[config.mk]
export PLATFORM = sky130hd
export DESIGN_NAME = epoch_seconds_datetime_converter_flat
export DESIGN_NICKNAME = d
export VERILOG_FILES = /design/src/design/esdc_pkg.sv /design/src/design/esdc_cmd_if.sv /design/src/design/esdc_rsp_if.sv /design/src/design/epoch_seconds_datetime_converter.sv /design/src/flat_wrapper.sv
export VERILOG_INCLUDE_DIRS = /design/src /design/src/design
export SDC_FILE = /design/constraint.sdc
export NUM_CORES = 2
export LEC_CHECK = 0
export ABC_AREA = 1
export ABC_CLOCK_PERIOD_IN_PS = 15740
export BUFFER_PORTS_ARGS = -buffer_cell sky130_fd_sc_hd__buf_2
export CAP_MARGIN = 40
export CELL_PAD_IN_SITES_DETAIL_PLACEMENT = 1
export CELL_PAD_IN_SITES_GLOBAL_PLACEMENT = 1
export CORE_MARGIN = 2
export CORE_UTILIZATION = 53
export CTS_CLUSTER_SIZE = 20
export DETAILED_ROUTE_END_ITERATION = 10
export GPL_TIMING_DRIVEN = 0
export PLACE_DENSITY = 0.86
export SETUP_SLACK_MARGIN = 0.2
export SYNTH_ARGS = -nofsm -noshare
export SYNTH_HDL_FRONTEND = slang
export SYNTH_SLANG_ARGS = --single-unit
[constraint.sdc]
create_clock -name clk -period 15.74 [get_ports clk]
set_input_delay 0.787 -clock clk [delete_from_list [all_inputs] [get_ports clk]]
set_output_delay 0.787 -clock clk [all_outputs]
set_load 0.005 [all_outputs]
[src/design/epoch_seconds_datetime_converter_defines.svh]
// Assertion macros for the epoch seconds / calendar converter.
// Used by the top level; SYNTH builds get empty bodies.
`ifndef EPOCH_SECONDS_DATETIME_CONVERTER_DEFINES_SVH
`define EPOCH_SECONDS_DATETIME_CONVERTER_DEFINES_SVH
`ifndef SYNTH
`define ESDC_ASSERT_SAME(lbl, a, b) \
    lbl: assert property (@(posedge clk) disable iff (!rst_n) (a) |-> (b)) \
        else $error("esdc assertion failed");
`define ESDC_ASSERT_NEXT(lbl, a, b) \
    lbl: assert property (@(posedge clk) disable iff (!rst_n) (a) |=> (b)) \
        else $error("esdc assertion failed");
`else
`define ESDC_ASSERT_SAME(lbl, a, b)
`define ESDC_ASSERT_NEXT(lbl, a, b)
`endif
`endif

[src/design/esdc_pkg.sv]
// Package for the epoch seconds / calendar converter: payload types,
// constants and calendar tables. No dependencies.
`timescale 1ns / 1ps
package esdc_pkg;

    localparam int STAGES = 7;

    localparam logic [31:0] SECS_PER_DAY  = 32'd86400;
    localparam logic [16:0] SECS_PER_HOUR = 17'd3600;
    localparam logic [16:0] SECS_PER_MIN  = 17'd60;
    localparam logic [11:0] EPOCH_YEAR    = 12'd1900;

    // floor(2^41 / 675): seconds / 128 / 675 gives whole days
    localparam logic [31:0] RECIP_DAY  = 32'd3257812230;
    // floor(2^19 / 100)
    localparam logic [12:0] RECIP_100  = 13'd5242;
    // floor(2^28 / 1461)
    localparam logic [17:0] RECIP_1461 = 18'd183734;
    // floor(2^29 / 3600)
    localparam logic [17:0] RECIP_3600 = 18'd149130;
    // floor(2^16 / 60)
    localparam logic [10:0] RECIP_60   = 11'd1092;

    // leap days in years 1 .. 1899
    localparam logic [20:0] LEAPS_BEFORE_EPOCH = 21'd460;

    typedef struct packed {
        logic        func;
        logic [31:0] seconds_in;
        logic [11:0] year_in;
        logic [3:0]  month_in;
        logic [4:0]  day_in;
        logic [4:0]  hour_in;
        logic [5:0]  minute_in;
        logic [5:0]  second_in;
    } cmd_t;

    typedef struct packed {
        logic [31:0] seconds_out;
        logic [10:0] year_out;
        logic [3:0]  month_out;
        logic [4:0]  day_out;
        logic [4:0]  hour_out;
        logic [5:0]  minute_out;
        logic [5:0]  second_out;
        logic        error;
    } rsp_t;

    function automatic logic [8:0] month_start(input logic [3:0] m, input logic leap);
        logic [8:0] base;
        case (m)
            4'd1:    base = 9'd0;
            4'd2:    base = 9'd31;
            4'd3:    base = 9'd59;
            4'd4:    base = 9'd90;
            4'd5:    base = 9'd120;
            4'd6:    base = 9'd151;
            4'd7:    base = 9'd181;
            4'd8:    base = 9'd212;
            4'd9:    base = 9'd243;
            4'd10:   base = 9'd273;
            4'd11:   base = 9'd304;
            4'd12:   base = 9'd334;
            default: base = 9'd0;
        endcase
        if (leap && (m >= 4'd3) && (m <= 4'd12))
            base = base + 9'd1;
        return base;
    endfunction

    function automatic logic [4:0] month_len(input logic [3:0] m, input logic leap);
        logic [4:0] len;
        case (m)
            4'd2:                      len = leap ? 5'd29 : 5'd28;
            4'd4, 4'd6, 4'd9, 4'd11:   len = 5'd30;
            default:                   len = 5'd31;
        endcase
        return len;
    endfunction

endpackage

[src/design/esdc_cmd_if.sv]
// Input channel of the converter: valid, ready and one command.
// Depends on esdc_pkg.
`timescale 1ns / 1ps
interface esdc_cmd_if;
    logic            valid;
    logic            ready;
    esdc_pkg::cmd_t  data;
    modport source (output valid, output data, input ready);
    modport sink   (input valid, input data, output ready);
endinterface

[src/design/esdc_rsp_if.sv]
// Output channel of the converter: valid, ready and one result.
// Depends on esdc_pkg.
`timescale 1ns / 1ps
interface esdc_rsp_if;
    logic            valid;
    logic            ready;
    esdc_pkg::rsp_t  data;
    modport source (output valid, output data, input ready);
    modport sink   (input valid, input data, output ready);
endinterface

[src/design/epoch_seconds_datetime_converter.sv]
// Epoch seconds / calendar converter, seven-stage pipeline.
// Throughput: one transaction per cycle; a stalled output holds every stage.
// Reset: rst_n clears the stage valid bits only.
// Depends on esdc_pkg, esdc_cmd_if, esdc_rsp_if and the defines header.
`timescale 1ns / 1ps
`include "epoch_seconds_datetime_converter_defines.svh"
module epoch_seconds_datetime_converter (
    input  logic       clk,
    input  logic       rst_n,
    esdc_cmd_if.sink   cmd,
    esdc_rsp_if.source rsp
);

    logic                           adv;
    logic [esdc_pkg::STAGES-1:0]    valid_reg;
    logic [esdc_pkg::STAGES-1:0]    valid_next;

    // stage 1
    esdc_pkg::cmd_t s1_cmd_reg, s1_cmd_next;
    logic [15:0]    s1_dq_reg, s1_dq_next;
    logic [5:0]     s1_eq_reg, s1_eq_next;
    logic [56:0]    s1_dprod;
    logic [24:0]    s1_eprod;

    // stage 2
    esdc_pkg::cmd_t s2_cmd_reg, s2_cmd_next;
    logic [15:0]    s2_days_reg, s2_days_next;
    logic [16:0]    s2_rem_reg, s2_rem_next;
    logic [5:0]     s2_q100_reg, s2_q100_next;
    logic           s2_rz_reg, s2_rz_next;
    logic           s2_leap_reg, s2_leap_next;
    logic [16:0]    s2_tod_reg, s2_tod_next;
    logic           s2_fok_reg, s2_fok_next;
    logic [31:0]    s2_drem;
    logic [11:0]    s2_erem;
    logic [7:0]     s2_r8;

    // stage 3
    esdc_pkg::cmd_t s3_cmd_reg, s3_cmd_next;
    logic [15:0]    s3_dd_reg, s3_dd_next;
    logic [5:0]     s3_y4q_reg, s3_y4q_next;
    logic [16:0]    s3_rem_reg, s3_rem_next;
    logic [4:0]     s3_hq_reg, s3_hq_next;
    logic [20:0]    s3_dby_reg, s3_dby_next;
    logic [8:0]     s3_mdays_reg, s3_mdays_next;
    logic           s3_eok_reg, s3_eok_next;
    logic [16:0]    s3_tod_reg, s3_tod_next;
    logic [33:0]    s3_yprod;
    logic [34:0]    s3_hprod;
    logic [5:0]     s3_e1;
    logic [11:0]    s3_ym1;
    logic [11:0]    s3_n;
    logic [20:0]    s3_leaps;

    // stage 4
    logic           s4_func_reg, s4_func_next;
    logic [5:0]     s4_y4_reg, s4_y4_next;
    logic [11:0]    s4_r_reg, s4_r_next;
    logic [4:0]     s4_hour_reg, s4_hour_next;
    logic [11:0]    s4_rem_reg, s4_rem_next;
    logic [20:0]    s4_edays_reg, s4_edays_next;
    logic           s4_eok_reg, s4_eok_next;
    logic [16:0]    s4_tod_reg, s4_tod_next;
    logic [15:0]    s4_r0;
    logic [16:0]    s4_m0;

    // stage 5
    logic           s5_func_reg, s5_func_next;
    logic [10:0]    s5_year_reg, s5_year_next;
    logic [8:0]     s5_doy_reg, s5_doy_next;
    logic           s5_leap_reg, s5_leap_next;
    logic [4:0]     s5_hour_reg, s5_hour_next;
    logic [11:0]    s5_rem_reg, s5_rem_next;
    logic [5:0]     s5_mq_reg, s5_mq_next;
    logic [37:0]    s5_total_reg, s5_total_next;
    logic           s5_eok_reg, s5_eok_next;
    logic [1:0]     s5_yoff;
    logic [11:0]    s5_start;
    logic [11:0]    s5_doy12;
    logic [22:0]    s5_mprod;

    // stage 6
    logic           s6_func_reg, s6_func_next;
    logic [10:0]    s6_year_reg, s6_year_next;
    logic [8:0]     s6_doy_reg, s6_doy_next;
    logic           s6_leap_reg, s6_leap_next;
    logic [4:0]     s6_hour_reg, s6_hour_next;
    logic [5:0]     s6_minute_reg, s6_minute_next;
    logic [5:0]     s6_second_reg, s6_second_next;
    logic [3:0]     s6_month_reg, s6_month_next;
    logic [31:0]    s6_seconds_reg, s6_seconds_next;
    logic           s6_err_reg, s6_err_next;
    logic [11:0]    s6_sec0;

    // stage 7 (output)
    esdc_pkg::rsp_t s7_rsp_reg, s7_rsp_next;
    logic [8:0]     s7_day0;

    assign adv        = !valid_reg[esdc_pkg::STAGES-1] || rsp.ready;
    assign cmd.ready  = adv;
    assign rsp.valid  = valid_reg[esdc_pkg::STAGES-1];
    assign rsp.data   = s7_rsp_reg;
    assign valid_next = {valid_reg[esdc_pkg::STAGES-2:0], cmd.valid};

    always_ff @(posedge clk or negedge rst_n)
    begin
        if (!rst_n)
            valid_reg <= '0;
        else if (adv)
            valid_reg <= valid_next;
    end

    always_comb
    begin
        s1_cmd_next = cmd.data;
        s1_dprod    = 57'(cmd.data.seconds_in[31:7]) * 57'(esdc_pkg::RECIP_DAY);
        s1_dq_next  = s1_dprod[56:41];
        s1_eprod    = 25'(cmd.data.year_in) * 25'(esdc_pkg::RECIP_100);
        s1_eq_next  = s1_eprod[24:19];
    end

    always_comb
    begin
        s2_cmd_next = s1_cmd_reg;
        s2_drem = s1_cmd_reg.seconds_in - (32'(s1_dq_reg) * esdc_pkg::SECS_PER_DAY);
        if (s2_drem[17:0] >= esdc_pkg::SECS_PER_DAY[17:0])
        begin
            s2_days_next = s1_dq_reg + 16'd1;
            s2_rem_next  = 17'(s2_drem[17:0] - esdc_pkg::SECS_PER_DAY[17:0]);
        end
        else
        begin
            s2_days_next = s1_dq_reg;
            s2_rem_next  = s2_drem[16:0];
        end
        s2_erem = s1_cmd_reg.year_in - (12'(s1_eq_reg) * 12'd100);
        if (s2_erem[7:0] >= 8'd100)
        begin
            s2_q100_next = s1_eq_reg + 6'd1;
            s2_r8        = s2_erem[7:0] - 8'd100;
        end
        else
        begin
            s2_q100_next = s1_eq_reg;
            s2_r8        = s2_erem[7:0];
        end
        s2_rz_next   = (s2_r8 == 8'd0);
        s2_leap_next = (s1_cmd_reg.year_in[1:0] == 2'd0) &&
                       ((s2_r8 != 8'd0) || (s2_q100_next[1:0] == 2'd0));
        s2_tod_next  = 17'(s1_cmd_reg.hour_in) * esdc_pkg::SECS_PER_HOUR +
                       17'(s1_cmd_reg.minute_in) * esdc_pkg::SECS_PER_MIN +
                       17'(s1_cmd_reg.second_in);
        s2_fok_next  = (s1_cmd_reg.year_in >= esdc_pkg::EPOCH_YEAR) &&
                       (s1_cmd_reg.month_in >= 4'd1) && (s1_cmd_reg.month_in <= 4'd12) &&
                       (s1_cmd_reg.day_in >= 5'd1) && (s1_cmd_reg.hour_in <= 5'd23) &&
                       (s1_cmd_reg.minute_in <= 6'd59) && (s1_cmd_reg.second_in <= 6'd59);
    end

    always_comb
    begin
        s3_cmd_next = s2_cmd_reg;
        // fold in a virtual Feb 29 1900 so every 4-year block starts leap
        s3_dd_next  = s2_days_reg + 16'(s2_days_reg >= 16'd59);
        s3_yprod    = 34'(s3_dd_next) * 34'(esdc_pkg::RECIP_1461);
        s3_y4q_next = s3_yprod[33:28];
        s3_hprod    = 35'(s2_rem_reg) * 35'(esdc_pkg::RECIP_3600);
        s3_hq_next  = s3_hprod[33:29];
        s3_rem_next = s2_rem_reg;
        s3_e1       = s2_q100_reg - 6'(s2_rz_reg);
        s3_ym1      = s2_cmd_reg.year_in - 12'd1;
        s3_leaps    = 21'(s3_ym1[11:2]) - 21'(s3_e1) + 21'(s3_e1[5:2]) -
                      esdc_pkg::LEAPS_BEFORE_EPOCH;
        s3_n        = s2_cmd_reg.year_in - esdc_pkg::EPOCH_YEAR;
        s3_dby_next = 21'(s3_n) * 21'd365 + s3_leaps;
        s3_mdays_next = esdc_pkg::month_start(s2_cmd_reg.month_in, s2_leap_reg) +
                        9'(s2_cmd_reg.day_in) - 9'd1;
        s3_eok_next = s2_fok_reg &&
                      (s2_cmd_reg.day_in <= esdc_pkg::month_len(s2_cmd_reg.month_in,
                                                                s2_leap_reg));
        s3_tod_next = s2_tod_reg;
    end

    always_comb
    begin
        s4_func_next = s3_cmd_reg.func;
        s4_r0 = s3_dd_reg - (16'(s3_y4q_reg) * 16'd1461);
        if (s4_r0[11:0] >= 12'd1461)
        begin
            s4_y4_next = s3_y4q_reg + 6'd1;
            s4_r_next  = s4_r0[11:0] - 12'd1461;
        end
        else
        begin
            s4_y4_next = s3_y4q_reg;
            s4_r_next  = s4_r0[11:0];
        end
        s4_m0 = s3_rem_reg - (17'(s3_hq_reg) * esdc_pkg::SECS_PER_HOUR);
        if (s4_m0[12:0] >= esdc_pkg::SECS_PER_HOUR[12:0])
        begin
            s4_hour_next = s3_hq_reg + 5'd1;
            s4_rem_next  = 12'(s4_m0[12:0] - esdc_pkg::SECS_PER_HOUR[12:0]);
        end
        else
        begin
            s4_hour_next = s3_hq_reg;
            s4_rem_next  = s4_m0[11:0];
        end
        s4_edays_next = s3_dby_reg + 21'(s3_mdays_reg);
        s4_eok_next   = s3_eok_reg;
        s4_tod_next   = s3_tod_reg;
    end

    always_comb
    begin
        s5_func_next = s4_func_reg;
        if (s4_r_reg < 12'd366)
        begin
            s5_yoff  = 2'd0;
            s5_start = 12'd0;
        end
        else if (s4_r_reg < 12'd731)
        begin
            s5_yoff  = 2'd1;
            s5_start = 12'd366;
        end
        else if (s4_r_reg < 12'd1096)
        begin
            s5_yoff  = 2'd2;
            s5_start = 12'd731;
        end
        else
        begin
            s5_yoff  = 2'd3;
            s5_start = 12'd1096;
        end
        s5_doy12      = s4_r_reg - s5_start;
        s5_doy_next   = s5_doy12[8:0];
        s5_leap_next  = (s5_yoff == 2'd0);
        s5_year_next  = 11'(esdc_pkg::EPOCH_YEAR) + 11'({s4_y4_reg, 2'b00}) + 11'(s5_yoff);
        s5_hour_next  = s4_hour_reg;
        s5_rem_next   = s4_rem_reg;
        s5_mprod      = 23'(s4_rem_reg) * 23'(esdc_pkg::RECIP_60);
        s5_mq_next    = s5_mprod[21:16];
        s5_total_next = 38'(s4_edays_reg) * 38'(esdc_pkg::SECS_PER_DAY) + 38'(s4_tod_reg);
        s5_eok_next   = s4_eok_reg;
    end

    always_comb
    begin
        s6_func_next  = s5_func_reg;
        s6_year_next  = s5_year_reg;
        s6_doy_next   = s5_doy_reg;
        s6_leap_next  = s5_leap_reg;
        s6_hour_next  = s5_hour_reg;
        s6_sec0 = s5_rem_reg - (12'(s5_mq_reg) * 12'(esdc_pkg::SECS_PER_MIN));
        if (s6_sec0[6:0] >= 7'(esdc_pkg::SECS_PER_MIN))
        begin
            s6_minute_next = s5_mq_reg + 6'd1;
            s6_second_next = 6'(s6_sec0[6:0] - 7'(esdc_pkg::SECS_PER_MIN));
        end
        else
        begin
            s6_minute_next = s5_mq_reg;
            s6_second_next = s6_sec0[5:0];
        end
        s6_month_next = 4'd1;
        for (int k = 2; k <= 12; k++)
        begin
            if (s5_doy_reg >= esdc_pkg::month_start(4'(k), s5_leap_reg))
                s6_month_next = s6_month_next + 4'd1;
        end
        s6_err_next     = !(s5_eok_reg && (s5_total_reg[37:32] == 6'd0));
        s6_seconds_next = s6_err_next ? 32'd0 : s5_total_reg[31:0];
    end

    always_comb
    begin
        s7_day0 = s6_doy_reg - esdc_pkg::month_start(s6_month_reg, s6_leap_reg) + 9'd1;
        if (!s6_func_reg)
        begin
            s7_rsp_next.seconds_out = 32'd0;
            s7_rsp_next.year_out    = s6_year_reg;
            s7_rsp_next.month_out   = s6_month_reg;
            s7_rsp_next.day_out     = s7_day0[4:0];
            s7_rsp_next.hour_out    = s6_hour_reg;
            s7_rsp_next.minute_out  = s6_minute_reg;
            s7_rsp_next.second_out  = s6_second_reg;
            s7_rsp_next.error       = 1'b0;
        end
        else
        begin
            s7_rsp_next.seconds_out = s6_seconds_reg;
            s7_rsp_next.year_out    = 11'(esdc_pkg::EPOCH_YEAR);
            s7_rsp_next.month_out   = 4'd1;
            s7_rsp_next.day_out     = 5'd1;
            s7_rsp_next.hour_out    = 5'd0;
            s7_rsp_next.minute_out  = 6'd0;
            s7_rsp_next.second_out  = 6'd0;
            s7_rsp_next.error       = s6_err_reg;
        end
    end

    // hold all stages while the output stalls
    always_ff @(posedge clk)
    begin
        if (adv)
        begin
            s1_cmd_reg     <= s1_cmd_next;
            s1_dq_reg      <= s1_dq_next;
            s1_eq_reg      <= s1_eq_next;
            s2_cmd_reg     <= s2_cmd_next;
            s2_days_reg    <= s2_days_next;
            s2_rem_reg     <= s2_rem_next;
            s2_q100_reg    <= s2_q100_next;
            s2_rz_reg      <= s2_rz_next;
            s2_leap_reg    <= s2_leap_next;
            s2_tod_reg     <= s2_tod_next;
            s2_fok_reg     <= s2_fok_next;
            s3_cmd_reg     <= s3_cmd_next;
            s3_dd_reg      <= s3_dd_next;
            s3_y4q_reg     <= s3_y4q_next;
            s3_rem_reg     <= s3_rem_next;
            s3_hq_reg      <= s3_hq_next;
            s3_dby_reg     <= s3_dby_next;
            s3_mdays_reg   <= s3_mdays_next;
            s3_eok_reg     <= s3_eok_next;
            s3_tod_reg     <= s3_tod_next;
            s4_func_reg    <= s4_func_next;
            s4_y4_reg      <= s4_y4_next;
            s4_r_reg       <= s4_r_next;
            s4_hour_reg    <= s4_hour_next;
            s4_rem_reg     <= s4_rem_next;
            s4_edays_reg   <= s4_edays_next;
            s4_eok_reg     <= s4_eok_next;
            s4_tod_reg     <= s4_tod_next;
            s5_func_reg    <= s5_func_next;
            s5_year_reg    <= s5_year_next;
            s5_doy_reg     <= s5_doy_next;
            s5_leap_reg    <= s5_leap_next;
            s5_hour_reg    <= s5_hour_next;
            s5_rem_reg     <= s5_rem_next;
            s5_mq_reg      <= s5_mq_next;
            s5_total_reg   <= s5_total_next;
            s5_eok_reg     <= s5_eok_next;
            s6_func_reg    <= s6_func_next;
            s6_year_reg    <= s6_year_next;
            s6_doy_reg     <= s6_doy_next;
            s6_leap_reg    <= s6_leap_next;
            s6_hour_reg    <= s6_hour_next;
            s6_minute_reg  <= s6_minute_next;
            s6_second_reg  <= s6_second_next;
            s6_month_reg   <= s6_month_next;
            s6_seconds_reg <= s6_seconds_next;
            s6_err_reg     <= s6_err_next;
            s7_rsp_reg     <= s7_rsp_next;
        end
    end

    `ESDC_ASSERT_SAME(a_stall_blocks_input, rsp.valid && !rsp.ready, !cmd.ready)
    `ESDC_ASSERT_NEXT(a_accept_fills_stage1, cmd.valid && cmd.ready, valid_reg[0])
    `ESDC_ASSERT_SAME(a_error_zero_seconds, rsp.valid && rsp.data.error, rsp.data.seconds_out == 32'd0)
    `ESDC_ASSERT_SAME(a_error_default_date, rsp.valid && rsp.data.error, rsp.data.month_out == 4'd1 && rsp.data.day_out == 5'd1)

endmodule
[src/flat_wrapper.sv]
// flat-port wrapper written by rule: the top's interface ports become plain ports
module epoch_seconds_datetime_converter_flat 
  (clk, rst_n, cmd_valid, cmd_data, cmd_ready, rsp_valid, rsp_data, rsp_ready);
  esdc_cmd_if cmd_i ();
  esdc_rsp_if rsp_i ();
  input  logic clk;
  input  logic rst_n;
  input wire logic [$bits(cmd_i.valid)-1:0] cmd_valid;
  input wire logic [$bits(cmd_i.data)-1:0] cmd_data;
  output wire logic [$bits(cmd_i.ready)-1:0] cmd_ready;
  output wire logic [$bits(rsp_i.valid)-1:0] rsp_valid;
  output wire logic [$bits(rsp_i.data)-1:0] rsp_data;
  input wire logic [$bits(rsp_i.ready)-1:0] rsp_ready;
  assign cmd_i.valid = cmd_valid;
  assign cmd_i.data = cmd_data;
  assign cmd_ready = cmd_i.ready;
  assign rsp_valid = rsp_i.valid;
  assign rsp_data = rsp_i.data;
  assign rsp_i.ready = rsp_ready;
  epoch_seconds_datetime_converter u_core (.clk(clk), .rst_n(rst_n), .cmd(cmd_i), .rsp(rsp_i));
endmodule
==> metrics.md <==
| Metric | Value |
|---|---|
| Status | complete, no violations |
| Crit-path max FO | 4 |
| Post-synth EDFFs | around 540 |
| Num rows | 122 |
| Synth Register Bits | 559 |
| Nets | between 7000 and 8000 |
| Critical setup path kind | flip-flop to flip-flop |
| Fin Setup TNS | 0 ps |
| Min Hold Slack | between 200 and 300 ps |
| Clock sink count | about 560 |
| Number of synthesis warnings | 0 |
| Max FFs per register | a little under 70 |
| Remaining global-route overflow | 0 |
| Global-route wire length before repair | 253000 um |
| First-pass detailed-route iteration total | 7 |
| Fin. max-slew vios | 0 |
| Vias per std cell | 5.42 |
| RSZ-0062 raised after global routing | false |
| Startpoint Class | flip-flop |
| Clock Skew | between 30 and 40 ps |
| Iteration-0 DRC Markers | between 1500 and 2000 |
| Top-count cell post-synth | inv_1 |
| Syn_area_per_cell | 10.0 um2 |
| Io pins | between 100 and 150 |
| Final core occ | between 50 and 60% |
| Max stage delay cell, worst path | fa_1 |
| Max-cap violations | 0 |
| Crit path capture type | flip-flop |
| Vias | just over 40000 |
| Final HPWL DP | 131000 um |
| FF-to-FF setup slack | roughly 7600 ps |
| Filler cell count | 12200 |
| Longest Clk Path Bufs | 3 |
| Final period utilization | around half |
| Setup WS pre-CTS | ~7800 ps |
| CTS root buf | clkbuf_16 |
| WP data required | 16200 ps |
| Fin. Hold Viols | 0 |
| Synth cell count leaders | 1448 x inv_1, 1108 x ha_1, 585 x nand2_1 |
| CP peak stage delay | between 600 and 700 ps |
| Die Y | 338 um |
| Width of the die | between 300 and 400 um |
| Antenna violations before repair | 12 |
| Sequential share of the synthesized area | 28.1% |
| CTS Buf Count | about 60 |
| Synth Instances | 5896 |
| Ratio of cells with drive above 1 in the final layout | ~5.6% |
| F_max | ~0.12 GHz |
| Count of final setup violators | 0 |
| GRT Total Usage | between 20% and 30% |
| Residual DRC | 0 |
| CP most frequent cell | inv_1 |
| Layout area overhead | 8.29% |
| Starting density of the core | 53.4% |
| Vias in the first global route | 47800 |
| Post-synth top flop | edfxtp_1 |
| Synth top area cells | edfxtp_1 27%, ha_1 23%, fa_1 19%, inv_1 9.2%, nand2_1 3.7% |
| Clock-pin transition on the worst setup and hold timing paths | about 70 ps |
| Die Footprint | 114000 um2 |
| PostCTS Resize Cnt | 0 |
| WL/cell | approximately 20 um |
| Final setup margin | approximately 7600 ps |
| Worst-Margin Slew | 752 ps |
| H-tree depth | 2 |
| Port bufs | between 100 and 150 |
| ANT nets after route | 0 |
| Clock Latency Late Sink | 680 ps |
| Post-Syn Area | a little under 60000 um2 |
| Routability cong. | approximately 0.96 |
| DRT Wirelength | 157000 um |
| Largest net degree at the start of global routing | between 100 and 150 |
| Top-area cell type share of the netlist area | around 27% |
| Synth cell types | between 60 and 70 |
| CTS tree | done |
| Synth area leader | edfxtp_1 |
| Crit path DAT | between 8000 and 9000 ps |
| Post-synth ARST share | about 1.3% |
| Setup Buffers After CTS | 0 |
| Core Footprint | roughly 110000 um2 |
| Min cycle time layout | 8110 ps |
| Max_slew headroom | about half |
| Hold Crit Class | primary input to flip-flop |
| Mapped Nets | 7635 |
-- placed cells by master, fill, tap and decap left out, drive strengths merged, types with 13 or more instances in the layout --
| master | Yosys | layout |
|---|---|---|
| xor2 | 244 | 244 |
| o21ai | 163 | 163 |
| nand4 | 50 | 50 |
| a31oi | 25 | 25 |
| ha | 1108 | 1108 |
| xnor2 | 126 | 126 |
| nor2 | 310 | 310 |
| nor3 | 39 | 39 |
| inv | 1457 | 1461 |
| or2 | 24 | 24 |
| buf | 7 | 163 |
| clkbuf | 14 | 79 |
| nand2 | 610 | 610 |
| a21oi | 269 | 269 |
| dfxtp | 14 | 14 |
| o211ai | 16 | 16 |
| o21bai | 22 | 22 |
| o31ai | 13 | 13 |
| nand3 | 172 | 172 |
| fa | 556 | 556 |
| a21o | 29 | 29 |
| clkinv | 0 | 32 |
| edfxtp | 538 | 538 |
| nor4 | 14 | 14 |
-- path summary, 6_finish.rpt --
kind / cells past startpoint / to / startpoint
worst max register to register: 30 / u_core.s3_y4q_reg[3] / u_core.s2_days_reg[4]
worst min-delay path: 1 / u_core.s1_cmd_reg[7] / cmd_data[7]
worst min register to register: 0 / u_core.s4_tod_reg[8] / u_core.s3_tod_reg[8]
max in group asynchronous: 2 / u_core.valid_reg[5] / rst_n
worst max-delay path: 30 / u_core.s3_y4q_reg[3] / u_core.s2_days_reg[4]
min in group asynchronous: 2 / u_core.valid_reg[0] / rst_n
-- critical path, delay by kind of cell (launching register included) --
family | cells | cell delay, ps
adders and majority gates | 9 | 3950
DFF | 1 | 460
buffers and inverters | 6 | 380
and+or+nand+nor | 9 | 1530
xor gates and xnor gates | 2 | 850
AOI/OAI and AO/OA | 4 | 740
-- stage by stage --
stage,std cells,area [um2]
6_report,7662,64100
5_1_grt,7658,64000
4_1_cts,7657,64000
3_5_place_dp,7540,61900
3_3_place_gp,7530,61700
2_1_floorplan,5896,59100
-- cells by family after synthesis --
| kind of cell | synth area share (%) |
|---|---|
| flip-flops | 28.1 |
| multiplexers | 0.0529 |
| adder cells (fa/ha/maj) | 42.3 |
| AND/OR/NAND/NOR | 9.04 |
| AO/OA/AOI/OAI | 5.64 |
| XOR/XNOR | 5.52 |
| buffers and inverters | 9.41 |
-- layer usage --
| metal | vias up | track usage [%] | share of wire, % |
|---|---|---|---|
| met5 | - | 0 | 0.030 |
| met4 | 8 | 10.2 | 3.8 |
| met3 | 333 | 3.13 | 3.9 |
| met2 | 861 | 53.1 | 53 |
| met1 | 20900 | 33.3 | 40 |
| li1 | 19500 | - | - |
-- what timing repair did --
item                                   4_1_cts  5_1_grt
setup endpoints to repair                    0        0
endpoints found under the hold margin        7        0
hold buffers                                 1        0
-- layout make-up --
type / instances / area, um2 / area share (%)
Multi-Input combinational cell: 3859 / 37000 / 57.7
Sequential cell: 559 / 16600 / 25.9
Inverter: 1457 / 5470 / 8.54
Tap cell: 1488 / 1860 / 2.91
Clock buffer: 65 / 1540 / 2.41
Timing Repair Buffer: 157 / 915 / 1.43
Clock inverter: 51 / 562 / 0.877
Buffer: 21 / 109 / 0.170
Antenna cell: 5 / 12.5 / 0.0195
Power is left out: the tool's default activity adds up to more than one toggle a clock period on the data nets, which glitch-free logic cannot reach.
